**src/hw/rtl/wpah_pkg.sv**
```systemverilog
`timescale 1ns / 1ps

package wpah_pkg;

  // field widths fixed by the external format
  localparam int ADDR_W      = 64;
  localparam int SHIFT_W     = 5;
  localparam int BASE_W      = 44;
  localparam int WLEN_W      = 32;
  localparam int BIN_OUT_W   = 5;
  localparam int CNT_OUT_W   = 32;
  localparam int CFG_IDX_W   = 2;
  localparam int CFG_DATA_W  = 44;

  // default sizing of the histogram
  localparam int BINS_DEF       = 32;
  localparam int COUNT_BITS_DEF = 32;

  // bin numbers travel through the queue at the width of the largest bin count
  localparam int BIN_IDX_W   = 6;
  localparam int QUEUE_DEPTH = 4;
  localparam int QPTR_W      = 2;

  // configuration register indexes
  localparam logic [CFG_IDX_W-1:0] REG_PAGE_SHIFT    = 2'd0;
  localparam logic [CFG_IDX_W-1:0] REG_BASE_PAGE     = 2'd1;
  localparam logic [CFG_IDX_W-1:0] REG_WINDOW_LENGTH = 2'd2;

  // reset values of the configuration registers
  localparam logic [SHIFT_W-1:0] PAGE_SHIFT_RST    = 5'd20;
  localparam logic [BASE_W-1:0]  BASE_PAGE_RST     = '0;
  localparam logic [WLEN_W-1:0]  WINDOW_LENGTH_RST = 32'd1000000;

  // one classified access, handed from front to back
  typedef struct packed {
    logic                 in_range;
    logic [BIN_IDX_W-1:0] bin;
    logic                 snap;
  } entry_t;

  typedef struct packed {
    logic full;
    logic empty;
  } q_stat_t;

endpackage

```
**src/hw/rtl/wpah_in_if.sv**
```systemverilog
`timescale 1ns / 1ps

interface wpah_in_if;
  logic                          valid;
  logic                          ready;
  logic [wpah_pkg::ADDR_W-1:0]   address;

  modport source (output valid, output address, input ready);
  modport sink (input valid, input address, output ready);
endinterface

```
**src/hw/rtl/wpah_out_if.sv**
```systemverilog
`timescale 1ns / 1ps

interface wpah_out_if;
  logic                            valid;
  logic                            ready;
  logic [wpah_pkg::BIN_OUT_W-1:0]  bin_index;
  logic [wpah_pkg::CNT_OUT_W-1:0]  hit_count;
  logic [wpah_pkg::CNT_OUT_W-1:0]  dropped_count;
  logic                            last_bin;

  modport source (output valid, output bin_index, output hit_count,
                  output dropped_count, output last_bin, input ready);
  modport sink (input valid, input bin_index, input hit_count,
                input dropped_count, input last_bin, output ready);
endinterface

```
**src/hw/rtl/windowed_page_access_histogram_unit.sv**
```systemverilog
`timescale 1ns / 1ps

// channel   dir  payload                                        transfer when
// access    in   address[63:0]                                  valid && ready
// result    out  bin_index[4:0] hit_count[31:0]                 valid && ready
//                dropped_count[31:0] last_bin
// cfg       in   cfg_index[1:0] cfg_data[43:0]                  cfg_we
//
// one access a cycle enters the front; the back applies one queued access a cycle
// a window close drains the bin cells one per cycle, one result per bin,
// during which the back takes no access and the 4-entry queue absorbs the front
// reset (synchronous, rst high) zeroes all bins, dropped and window counters at once
// access.ready drops only while the queue is full; result stalls hold the drain

module windowed_page_access_histogram_unit #(
  parameter int BINS       = wpah_pkg::BINS_DEF,
  parameter int COUNT_BITS = wpah_pkg::COUNT_BITS_DEF
) (
  input  logic                               clk,
  input  logic                               rst,
  wpah_in_if.sink                            access,
  wpah_out_if.source                         result,
  input  logic                               cfg_we,
  input  logic [wpah_pkg::CFG_IDX_W-1:0]     cfg_index,
  input  logic [wpah_pkg::CFG_DATA_W-1:0]    cfg_data
);

  // configuration registers
  logic [wpah_pkg::SHIFT_W-1:0] page_shift;
  logic [wpah_pkg::BASE_W-1:0]  base_page;
  logic [wpah_pkg::WLEN_W-1:0]  window_length;

  // front to queue
  logic               push;
  wpah_pkg::entry_t   push_entry;
  // queue to back
  logic               q_valid;
  logic               q_pop;
  wpah_pkg::entry_t   q_entry;
  wpah_pkg::q_stat_t  q_stat;

  always_ff @(posedge clk) begin
    if (rst) begin
      page_shift    <= wpah_pkg::PAGE_SHIFT_RST;
      base_page     <= wpah_pkg::BASE_PAGE_RST;
      window_length <= wpah_pkg::WINDOW_LENGTH_RST;
    end else if (cfg_we) begin
      unique case (cfg_index)
        wpah_pkg::REG_PAGE_SHIFT:    page_shift    <= cfg_data[wpah_pkg::SHIFT_W-1:0];
        wpah_pkg::REG_BASE_PAGE:     base_page     <= cfg_data[wpah_pkg::BASE_W-1:0];
        wpah_pkg::REG_WINDOW_LENGTH: window_length <= cfg_data[wpah_pkg::WLEN_W-1:0];
        default: ;  // unused index, write ignored
      endcase
    end
  end

  // front: page lookup, range check and window counting
  wpah_front #(.BINS(BINS)) u_front (
    .clk           (clk),
    .rst           (rst),
    .q_full        (q_stat.full),
    .in_valid      (access.valid),
    .address       (access.address),
    .in_ready      (access.ready),
    .page_shift    (page_shift),
    .base_page     (base_page),
    .window_length (window_length),
    .push          (push),
    .push_entry    (push_entry)
  );

  // short queue decoupling the two halves
  wpah_queue u_queue (
    .clk        (clk),
    .rst        (rst),
    .push       (push),
    .push_entry (push_entry),
    .pop        (q_pop),
    .pop_valid  (q_valid),
    .pop_entry  (q_entry),
    .stat       (q_stat)
  );

  // back: bin cells, dropped counter and snapshot drain
  wpah_back #(.BINS(BINS), .COUNT_BITS(COUNT_BITS)) u_back (
    .clk           (clk),
    .rst           (rst),
    .q_valid       (q_valid),
    .q_entry       (q_entry),
    .q_pop         (q_pop),
    .out_valid     (result.valid),
    .out_ready     (result.ready),
    .bin_index     (result.bin_index),
    .hit_count     (result.hit_count),
    .dropped_count (result.dropped_count),
    .last_bin      (result.last_bin)
  );

  // the last result of a snapshot always carries the top bin number
  a_last_bin_index: assert property (@(posedge clk) disable iff (rst)
    (result.valid && result.last_bin) |->
      (result.bin_index == wpah_pkg::BIN_OUT_W'(BINS - 1)))
    else $error("last_bin on a result that is not the top bin");

  // queue occupancy is consistent
  a_queue_sane: assert property (@(posedge clk) disable iff (rst)
    !(q_stat.full && q_stat.empty))
    else $error("queue reports full and empty together");

  // the queue is never written while it is full
  a_no_push_when_full: assert property (@(posedge clk) disable iff (rst)
    q_stat.full |-> !push)
    else $error("queue written while full");

endmodule

```
**src/hw/rtl/wpah_front.sv**
```systemverilog
`timescale 1ns / 1ps

module wpah_front #(
  parameter int BINS = wpah_pkg::BINS_DEF
) (
  input  logic                            clk,
  input  logic                            rst,
  input  logic                            q_full,
  input  logic                            in_valid,
  input  logic [wpah_pkg::ADDR_W-1:0]     address,
  output logic                            in_ready,
  input  logic [wpah_pkg::SHIFT_W-1:0]    page_shift,
  input  logic [wpah_pkg::BASE_W-1:0]     base_page,
  input  logic [wpah_pkg::WLEN_W-1:0]     window_length,
  output logic                            push,
  output wpah_pkg::entry_t                push_entry
);

  logic [wpah_pkg::WLEN_W-1:0] window_count;
  logic [wpah_pkg::WLEN_W-1:0] window_count_next;
  logic [wpah_pkg::ADDR_W-1:0] page;
  logic                        snap;

  assign in_ready = !q_full;
  // inactive lanes (zero address) are taken and discarded
  assign push = in_valid && in_ready && (address != '0);

  assign page = (address >> page_shift) - wpah_pkg::ADDR_W'(base_page);
  assign window_count_next = window_count + 1'b1;
  assign snap = (window_count_next >= window_length);

  assign push_entry.in_range = (page < wpah_pkg::ADDR_W'(BINS));
  assign push_entry.bin      = page[wpah_pkg::BIN_IDX_W-1:0];
  assign push_entry.snap     = snap;

  always_ff @(posedge clk) begin
    if (rst) begin
      window_count <= '0;
    end else if (push) begin
      window_count <= snap ? '0 : window_count_next;
    end
  end

endmodule

```
**src/hw/rtl/wpah_queue.sv**
```systemverilog
`timescale 1ns / 1ps

module wpah_queue (
  input  logic               clk,
  input  logic               rst,
  input  logic               push,
  input  wpah_pkg::entry_t   push_entry,
  input  logic               pop,
  output logic               pop_valid,
  output wpah_pkg::entry_t   pop_entry,
  output wpah_pkg::q_stat_t  stat
);

  wpah_pkg::entry_t               mem [wpah_pkg::QUEUE_DEPTH];
  logic [wpah_pkg::QPTR_W-1:0]    wr_ptr;
  logic [wpah_pkg::QPTR_W-1:0]    rd_ptr;
  logic [wpah_pkg::QPTR_W:0]      count;

  assign stat.full  = (count == (wpah_pkg::QPTR_W + 1)'(wpah_pkg::QUEUE_DEPTH));
  assign stat.empty = (count == '0);
  assign pop_valid  = !stat.empty;
  assign pop_entry  = mem[rd_ptr];

  always_ff @(posedge clk) begin
    if (push) begin
      mem[wr_ptr] <= push_entry;
    end
  end

  always_ff @(posedge clk) begin
    if (rst) begin
      wr_ptr <= '0;
      rd_ptr <= '0;
      count  <= '0;
    end else begin
      if (push) wr_ptr <= wr_ptr + 1'b1;
      if (pop)  rd_ptr <= rd_ptr + 1'b1;
      unique case ({push, pop})
        2'b10:   count <= count + 1'b1;
        2'b01:   count <= count - 1'b1;
        default: count <= count;
      endcase
    end
  end

endmodule

```
**src/hw/rtl/wpah_back.sv**
```systemverilog
`timescale 1ns / 1ps

module wpah_back #(
  parameter int BINS       = wpah_pkg::BINS_DEF,
  parameter int COUNT_BITS = wpah_pkg::COUNT_BITS_DEF
) (
  input  logic                              clk,
  input  logic                              rst,
  input  logic                              q_valid,
  input  wpah_pkg::entry_t                  q_entry,
  output logic                              q_pop,
  output logic                              out_valid,
  input  logic                              out_ready,
  output logic [wpah_pkg::BIN_OUT_W-1:0]    bin_index,
  output logic [wpah_pkg::CNT_OUT_W-1:0]    hit_count,
  output logic [wpah_pkg::CNT_OUT_W-1:0]    dropped_count,
  output logic                              last_bin
);

  localparam int IDX_W = $clog2(BINS);

  typedef enum logic {ST_RUN, ST_DRAIN} state_t;

  state_t                  state;
  logic [COUNT_BITS-1:0]   cnt [BINS];
  logic [COUNT_BITS-1:0]   outside;
  logic [COUNT_BITS-1:0]   outside_next;
  logic [wpah_pkg::CNT_OUT_W-1:0] drop_hold;
  logic [IDX_W-1:0]        idx;
  logic                    load;

  assign q_pop = q_valid && (state == ST_RUN);
  assign load  = (state == ST_DRAIN) && (!out_valid || out_ready);

  always_comb begin
    outside_next = outside;
    if (q_pop && !q_entry.in_range && (outside != '1)) begin
      outside_next = COUNT_BITS'(outside + 1'b1);
    end
  end

  // bin cells: saturating increment on a hit, shift toward bin zero while draining
  always_ff @(posedge clk) begin
    if (rst) begin
      for (int i = 0; i < BINS; i++) cnt[i] <= '0;
    end else if (load) begin
      for (int i = 0; i < BINS - 1; i++) cnt[i] <= cnt[i + 1];
      cnt[BINS - 1] <= '0;
    end else if (q_pop && q_entry.in_range) begin
      for (int i = 0; i < BINS; i++) begin
        if (q_entry.bin == wpah_pkg::BIN_IDX_W'(i) && cnt[i] != '1) begin
          cnt[i] <= COUNT_BITS'(cnt[i] + 1'b1);
        end
      end
    end
  end

  always_ff @(posedge clk) begin
    if (rst) begin
      state     <= ST_RUN;
      outside   <= '0;
      idx       <= '0;
      out_valid <= 1'b0;
    end else begin
      if (out_ready) out_valid <= 1'b0;
      unique case (state)
        ST_RUN: begin
          if (q_pop) begin
            if (q_entry.snap) begin
              drop_hold <= (64'(outside_next) > 64'hFFFF_FFFF) ? '1
                                                                : 32'(outside_next);
              outside   <= '0;
              idx       <= '0;
              state     <= ST_DRAIN;
            end else begin
              outside   <= outside_next;
            end
          end
        end
        ST_DRAIN: begin
          if (load) begin
            out_valid     <= 1'b1;
            bin_index     <= wpah_pkg::BIN_OUT_W'(idx);
            hit_count     <= (64'(cnt[0]) > 64'hFFFF_FFFF) ? '1 : 32'(cnt[0]);
            dropped_count <= drop_hold;
            last_bin      <= (idx == IDX_W'(BINS - 1));
            idx           <= IDX_W'(idx + 1'b1);
            if (idx == IDX_W'(BINS - 1)) state <= ST_RUN;
          end
        end
        default: state <= ST_RUN;
      endcase
    end
  end

endmodule

```
**src/flat_wrapper.sv**
```systemverilog
// flat-port wrapper written by rule: the top's interface ports become plain ports
module windowed_page_access_histogram_unit_flat 
#(
  parameter int BINS       = wpah_pkg::BINS_DEF,
  parameter int COUNT_BITS = wpah_pkg::COUNT_BITS_DEF
)
  (clk, rst, cfg_we, cfg_index, cfg_data, access_valid, access_address, access_ready, result_valid, result_bin_index, result_hit_count, result_dropped_count, result_last_bin, result_ready);
  wpah_in_if access_i ();
  wpah_out_if result_i ();
  input  logic clk;
  input  logic rst;
  input  logic cfg_we;
  input  logic [wpah_pkg::CFG_IDX_W-1:0] cfg_index;
  input  logic [wpah_pkg::CFG_DATA_W-1:0] cfg_data;
  input wire logic [$bits(access_i.valid)-1:0] access_valid;
  input wire logic [$bits(access_i.address)-1:0] access_address;
  output wire logic [$bits(access_i.ready)-1:0] access_ready;
  output wire logic [$bits(result_i.valid)-1:0] result_valid;
  output wire logic [$bits(result_i.bin_index)-1:0] result_bin_index;
  output wire logic [$bits(result_i.hit_count)-1:0] result_hit_count;
  output wire logic [$bits(result_i.dropped_count)-1:0] result_dropped_count;
  output wire logic [$bits(result_i.last_bin)-1:0] result_last_bin;
  input wire logic [$bits(result_i.ready)-1:0] result_ready;
  assign access_i.valid = access_valid;
  assign access_i.address = access_address;
  assign access_ready = access_i.ready;
  assign result_valid = result_i.valid;
  assign result_bin_index = result_i.bin_index;
  assign result_hit_count = result_i.hit_count;
  assign result_dropped_count = result_i.dropped_count;
  assign result_last_bin = result_i.last_bin;
  assign result_i.ready = result_ready;
  windowed_page_access_histogram_unit #(.BINS(BINS), .COUNT_BITS(COUNT_BITS)) u_core (.clk(clk), .rst(rst), .access(access_i), .result(result_i), .cfg_we(cfg_we), .cfg_index(cfg_index), .cfg_data(cfg_data));
endmodule
```
**config.mk**
```make
export PLATFORM = sky130hd
export DESIGN_NAME = windowed_page_access_histogram_unit_flat
export DESIGN_NICKNAME = d
export VERILOG_FILES = /design/src/hw/rtl/wpah_pkg.sv /design/src/hw/rtl/wpah_in_if.sv /design/src/hw/rtl/wpah_out_if.sv /design/src/hw/rtl/windowed_page_access_histogram_unit.sv /design/src/hw/rtl/wpah_front.sv /design/src/hw/rtl/wpah_queue.sv /design/src/hw/rtl/wpah_back.sv /design/src/flat_wrapper.sv
export SDC_FILE = /design/constraint.sdc
export NUM_CORES = 2
export LEC_CHECK = 0
export BUFFER_PORTS_ARGS = -buffer_cell sky130_fd_sc_hd__buf_2
export CORE_MARGIN = 1
export CORE_UTILIZATION = 30
export DETAILED_ROUTE_END_ITERATION = 10
export GPL_TIMING_DRIVEN = 0
export PLACE_DENSITY = 0.51
export SETUP_SLACK_MARGIN = 0.1
export SYNTH_ARGS = -nofsm -noshare
export SYNTH_HDL_FRONTEND = slang
export SYNTH_HIERARCHICAL = 1
export SYNTH_SLANG_ARGS = --single-unit
```
**constraint.sdc**
```tcl
create_clock -name clk -period 18.75 [get_ports clk]
set_input_delay 3.75 -clock clk [delete_from_list [all_inputs] [get_ports clk]]
set_output_delay 3.75 -clock clk [all_outputs]
set_load 0.02 [all_outputs]
```
==> key figures <==
Run status
  – Run status: complete, but fails checks
  – Violated checks: DRC

Detailed routing
  – Total length of routed wires: 254 mm
  – Via total after detailed routing: 67,600
  – Initial DRC count: 5,406
  – DRT Pass-1 Iters: 9
  – Number of remaining DRC errors: 1
  – Routed wire length per instance: 20.3 microns
  – Routed via count divided by cell count: 5.41
  – Residual antenna-violating net count after detailed routing: 0

Min path
  – Worst hold path depth: 0
  – Hold path startpoint: u_core/u_back/drop_hold[7]$_DFFE_PP_
  – Hold EP: u_core/u_back/dropped_count[7]$_DFFE_PP_
  – Worst Hold Class: flip-flop to flip-flop

Layout
  – Layout-stage area growth over the synthesis result: 13.0%
  – Share of post-route cells with drive strength above 1: 0.0701
  – Area used by multi-input combinational logic: 41,800 sq um
  – Sequential cell area: 38,000 sq um
  – Final core utilization: 0.341
  – Number of antenna diodes: 0
  – Fillers: 28,000
  – Nets@finish: 9,039

Clock tree
  – Post_cts resized: 0
  – Clock buffer count from CTS: 164
  – Post-CTS setup buffer count: 0
  – TritonCTS clock tree: built
  – Max clock buf depth: 4
  – # H-tree levels: 4
  – Hold buffers post-CTS: 0
  – Clock slew at the register clock pins of the worst setup and hold paths: 0.06 ns
  – Number of sinks handled by clock tree synthesis: 1,319
  – Root buffer cell: sky130_fd_sc_hd__clkbuf_16
  – Clock insertion delay at the later pin of the skew report: 0.84 ns

STA
  – Final worst-path cycle share: 0.565
  – Worst path setup slack after routing: 8.16 ns
  – Endpoints failing setup: 0
  – Unrepaired setup endpoints after global routing: no
  – Hold violation total from the final report: 0
  – Final TNS setup: 0 ns
  – Final Critical Period: 10.59 ns
  – Worst-Margin Slew: 1.37 ns
  – Final Max Tran Viols: 0
  – Clock skew after layout: 0.0827 ns
  – Slew margin rel.: 0.0663
  – Max frequency: 94.4 MHz

Floorplanning
  – Number of rows created at floorplan: 192
  – Core footprint: 273,000 sq um
  – Effective utilization at floorplan: 0.302
  – Number of I/O pins: 187
  – Height of the die: 526 microns
  – Die Width: 526 microns
  – Floorplan die area: 277,000 sq um

Synth
  – Synth Instances: 8,444
  – Post-synth net total: 8,678
  – Number of warnings printed during yosys synthesis: 6
  – Mean instance size in the synthesized netlist: 9.77 sq um
  – Total standard cell area after synthesis: 82,500 sq um

Placed design
  – Count of input and output buffers: 186
  – HPWL after detailed placement: 191 mm
  – Worst-case setup slack after placement: 7.93 ns
  – GPL Wtd Cong: 0.891

GRT
  – Vias in the first global route: 66,000
  – Overflow left after global routing: 0
  – Largest net degree at the start of global routing: 43
  – First-pass GRT wire length: 394 mm
  – Number of antenna violations at the first check in global routing: 3
  – Global-route total usage across every layer: 0.178

Setup path
  – RR Startpoint: u_core/page_shift[0]$_SDFFE_PP0P_
  – Worst-path fanout max: 10
  – Minimum setup slack among reg-to-reg paths: 8.16 ns
  – Worst Path Arrival: 11.00 ns
  – Startpoint class of the critical path: flip-flop
  – Capturing element type of the critical path: flip-flop
  – Logic depth of the worst register-to-register path: 24
  – Category of the most critical setup path: flip-flop to flip-flop
  – CP required: 19.16 ns
  – Capture instance of the worst register-to-register path: u_core/u_queue/mem[1][7]$_DFFE_PP_

Flow run
  – Max-cap violations: 0

Pwr
  – Largest vdd supply drop: 80.4 uV
  – Leakage: 0.0296 uW
  – PD cells: 107 nW/um^2
[placed cells by master, fill, tap and decap left out, types with 141 or more instances in the layout]
| cell | instances |
|---|---|
| sky130_fd_sc_hd__edfxtp_1 | 1158 |
| sky130_fd_sc_hd__nand2_1 | 1153 |
| sky130_fd_sc_hd__o21ai_0 | 689 |
| sky130_fd_sc_hd__xor2_1 | 572 |
| sky130_fd_sc_hd__nand3_1 | 462 |
| sky130_fd_sc_hd__xnor2_1 | 457 |
| sky130_fd_sc_hd__clkbuf_1 | 428 |
| sky130_fd_sc_hd__nor2_1 | 401 |
| sky130_fd_sc_hd__nand4_1 | 378 |
| sky130_fd_sc_hd__o2bb2ai_1 | 303 |
| sky130_fd_sc_hd__buf_2 | 214 |
| sky130_fd_sc_hd__inv_1 | 210 |
| sky130_fd_sc_hd__and3_1 | 183 |
| sky130_fd_sc_hd__nor3_1 | 172 |
| sky130_fd_sc_hd__a21oi_1 | 166 |
| sky130_fd_sc_hd__clkbuf_16 | 165 |
| sky130_fd_sc_hd__mux2i_1 | 161 |
| sky130_fd_sc_hd__dfxtp_1 | 161 |
| sky130_fd_sc_hd__nor4_1 | 149 |
| sky130_fd_sc_hd__and4_1 | 141 |
[worst max path at each step]
stage	start	endpoint	slack, ns
2_1_floorplan	access_address[35]	u_core/u_queue/mem[0][7]$_DFFE_PP_	10.46
3_3_place_gp	rst	u_core/u_back/cnt[0][30]$_DFFE_PP_	7.85
3_5_place_dp	access_address[31]	u_core/u_queue/mem[0][7]$_DFFE_PP_	7.93
4_1_cts	u_core/page_shift[0]$_SDFFE_PP0P_	u_core/u_queue/mem[1][7]$_DFFE_PP_	8.45
5_1_grt	u_core/page_shift[0]$_SDFFE_PP0P_	u_core/u_queue/mem[1][7]$_DFFE_PP_	7.85
6_report	u_core/page_shift[0]$_SDFFE_PP0P_	u_core/u_queue/mem[1][7]$_DFFE_PP_	8.16
[critical path, stage by stage, from the launching register on]
cell                        delay, ns
sky130_fd_sc_hd__dfxtp_1         0.51
sky130_fd_sc_hd__clkbuf_1        0.48
sky130_fd_sc_hd__buf_1           0.51
sky130_fd_sc_hd__clkbuf_1        0.65
sky130_fd_sc_hd__buf_1           0.69
sky130_fd_sc_hd__clkbuf_1        0.49
sky130_fd_sc_hd__buf_1           0.42
sky130_fd_sc_hd__mux4_2          0.40
sky130_fd_sc_hd__nand2_1         0.09
sky130_fd_sc_hd__nand2_1         0.06
sky130_fd_sc_hd__o21ai_0         0.48
sky130_fd_sc_hd__mux2i_1         0.23
sky130_fd_sc_hd__ha_1            0.32
sky130_fd_sc_hd__clkbuf_1        0.23
sky130_fd_sc_hd__a21oi_1         0.25
sky130_fd_sc_hd__o21ai_1         0.18
sky130_fd_sc_hd__a21oi_1         0.31
sky130_fd_sc_hd__nor2_1          0.12
sky130_fd_sc_hd__a2111oi_0       0.90
sky130_fd_sc_hd__nand4_1         0.39
sky130_fd_sc_hd__or4_1           0.60
sky130_fd_sc_hd__a211o_1         0.29
sky130_fd_sc_hd__nor4_1          0.36
sky130_fd_sc_hd__o2111ai_1       0.19
sky130_fd_sc_hd__nor4_2          0.97
[metal layers]
| layer | wire, microns | vias up | global-route usage |
|---|---|---|---|
| met5 | 13 | - | 0 |
| li1 | - | 32200 | - |
| met2 | 117000 | 1886 | 0.286 |
| met3 | 13300 | 305 | 0.0232 |
| met1 | 118000 | 33300 | 0.250 |
| met4 | 5890 | 2 | 0.0440 |
[per-stage QoR]
stage / hold slack [ns] / instances / total power [uW] / cell area [sq um]
detailed placement: 0.406 / 12200 / 6910 / 88000
global route: 0.421 / 12500 / 10400 / 93200
global placement: 0.403 / 12200 / 6870 / 87900
floorplan: 0.400 / 8444 / 6000 / 82500
finish: 0.413 / 12500 / 9940 / 93200
CTS: 0.419 / 12500 / 10000 / 93100
[power by group]
part	total, uW	switching, uW	internal, uW
clock	3070	1270	1800
combinational	2020	1290	728
sequential	4860	818	4040
total	9940	3380	6570
[flip-flops by register name (all words and copies together) (netlist names), 2 cells and up, named ones only]
name,flops
u_core/u_back/hit_count,32
u_core/base_page,44
u_core/u_back/idx,5
u_core/window_length,32
u_core/u_back/drop_hold,32
u_core/u_queue/wr_ptr,2
u_core/u_queue/mem,32
u_core/u_back/dropped_count,32
u_core/u_back/outside,32
u_core/u_queue/rd_ptr,2
u_core/u_front/window_count,32
u_core/u_queue/count,3
u_core/page_shift,5
u_core/u_back/cnt,1024
u_core/u_back/bin_index,5
[layout make-up]
type | instances | area share
clock buffer | 216 | 0.0473
multi-input combinational | 6435 | 0.449
timing repair buffer | 195 | 0.0115
clock inverter | 61 | 0.00651
tap | 3589 | 0.0482
buffer | 477 | 0.0211
sequential | 1319 | 0.408
inverter | 213 | 0.00858
Note: power is estimated with default switching activity, not from simulation.
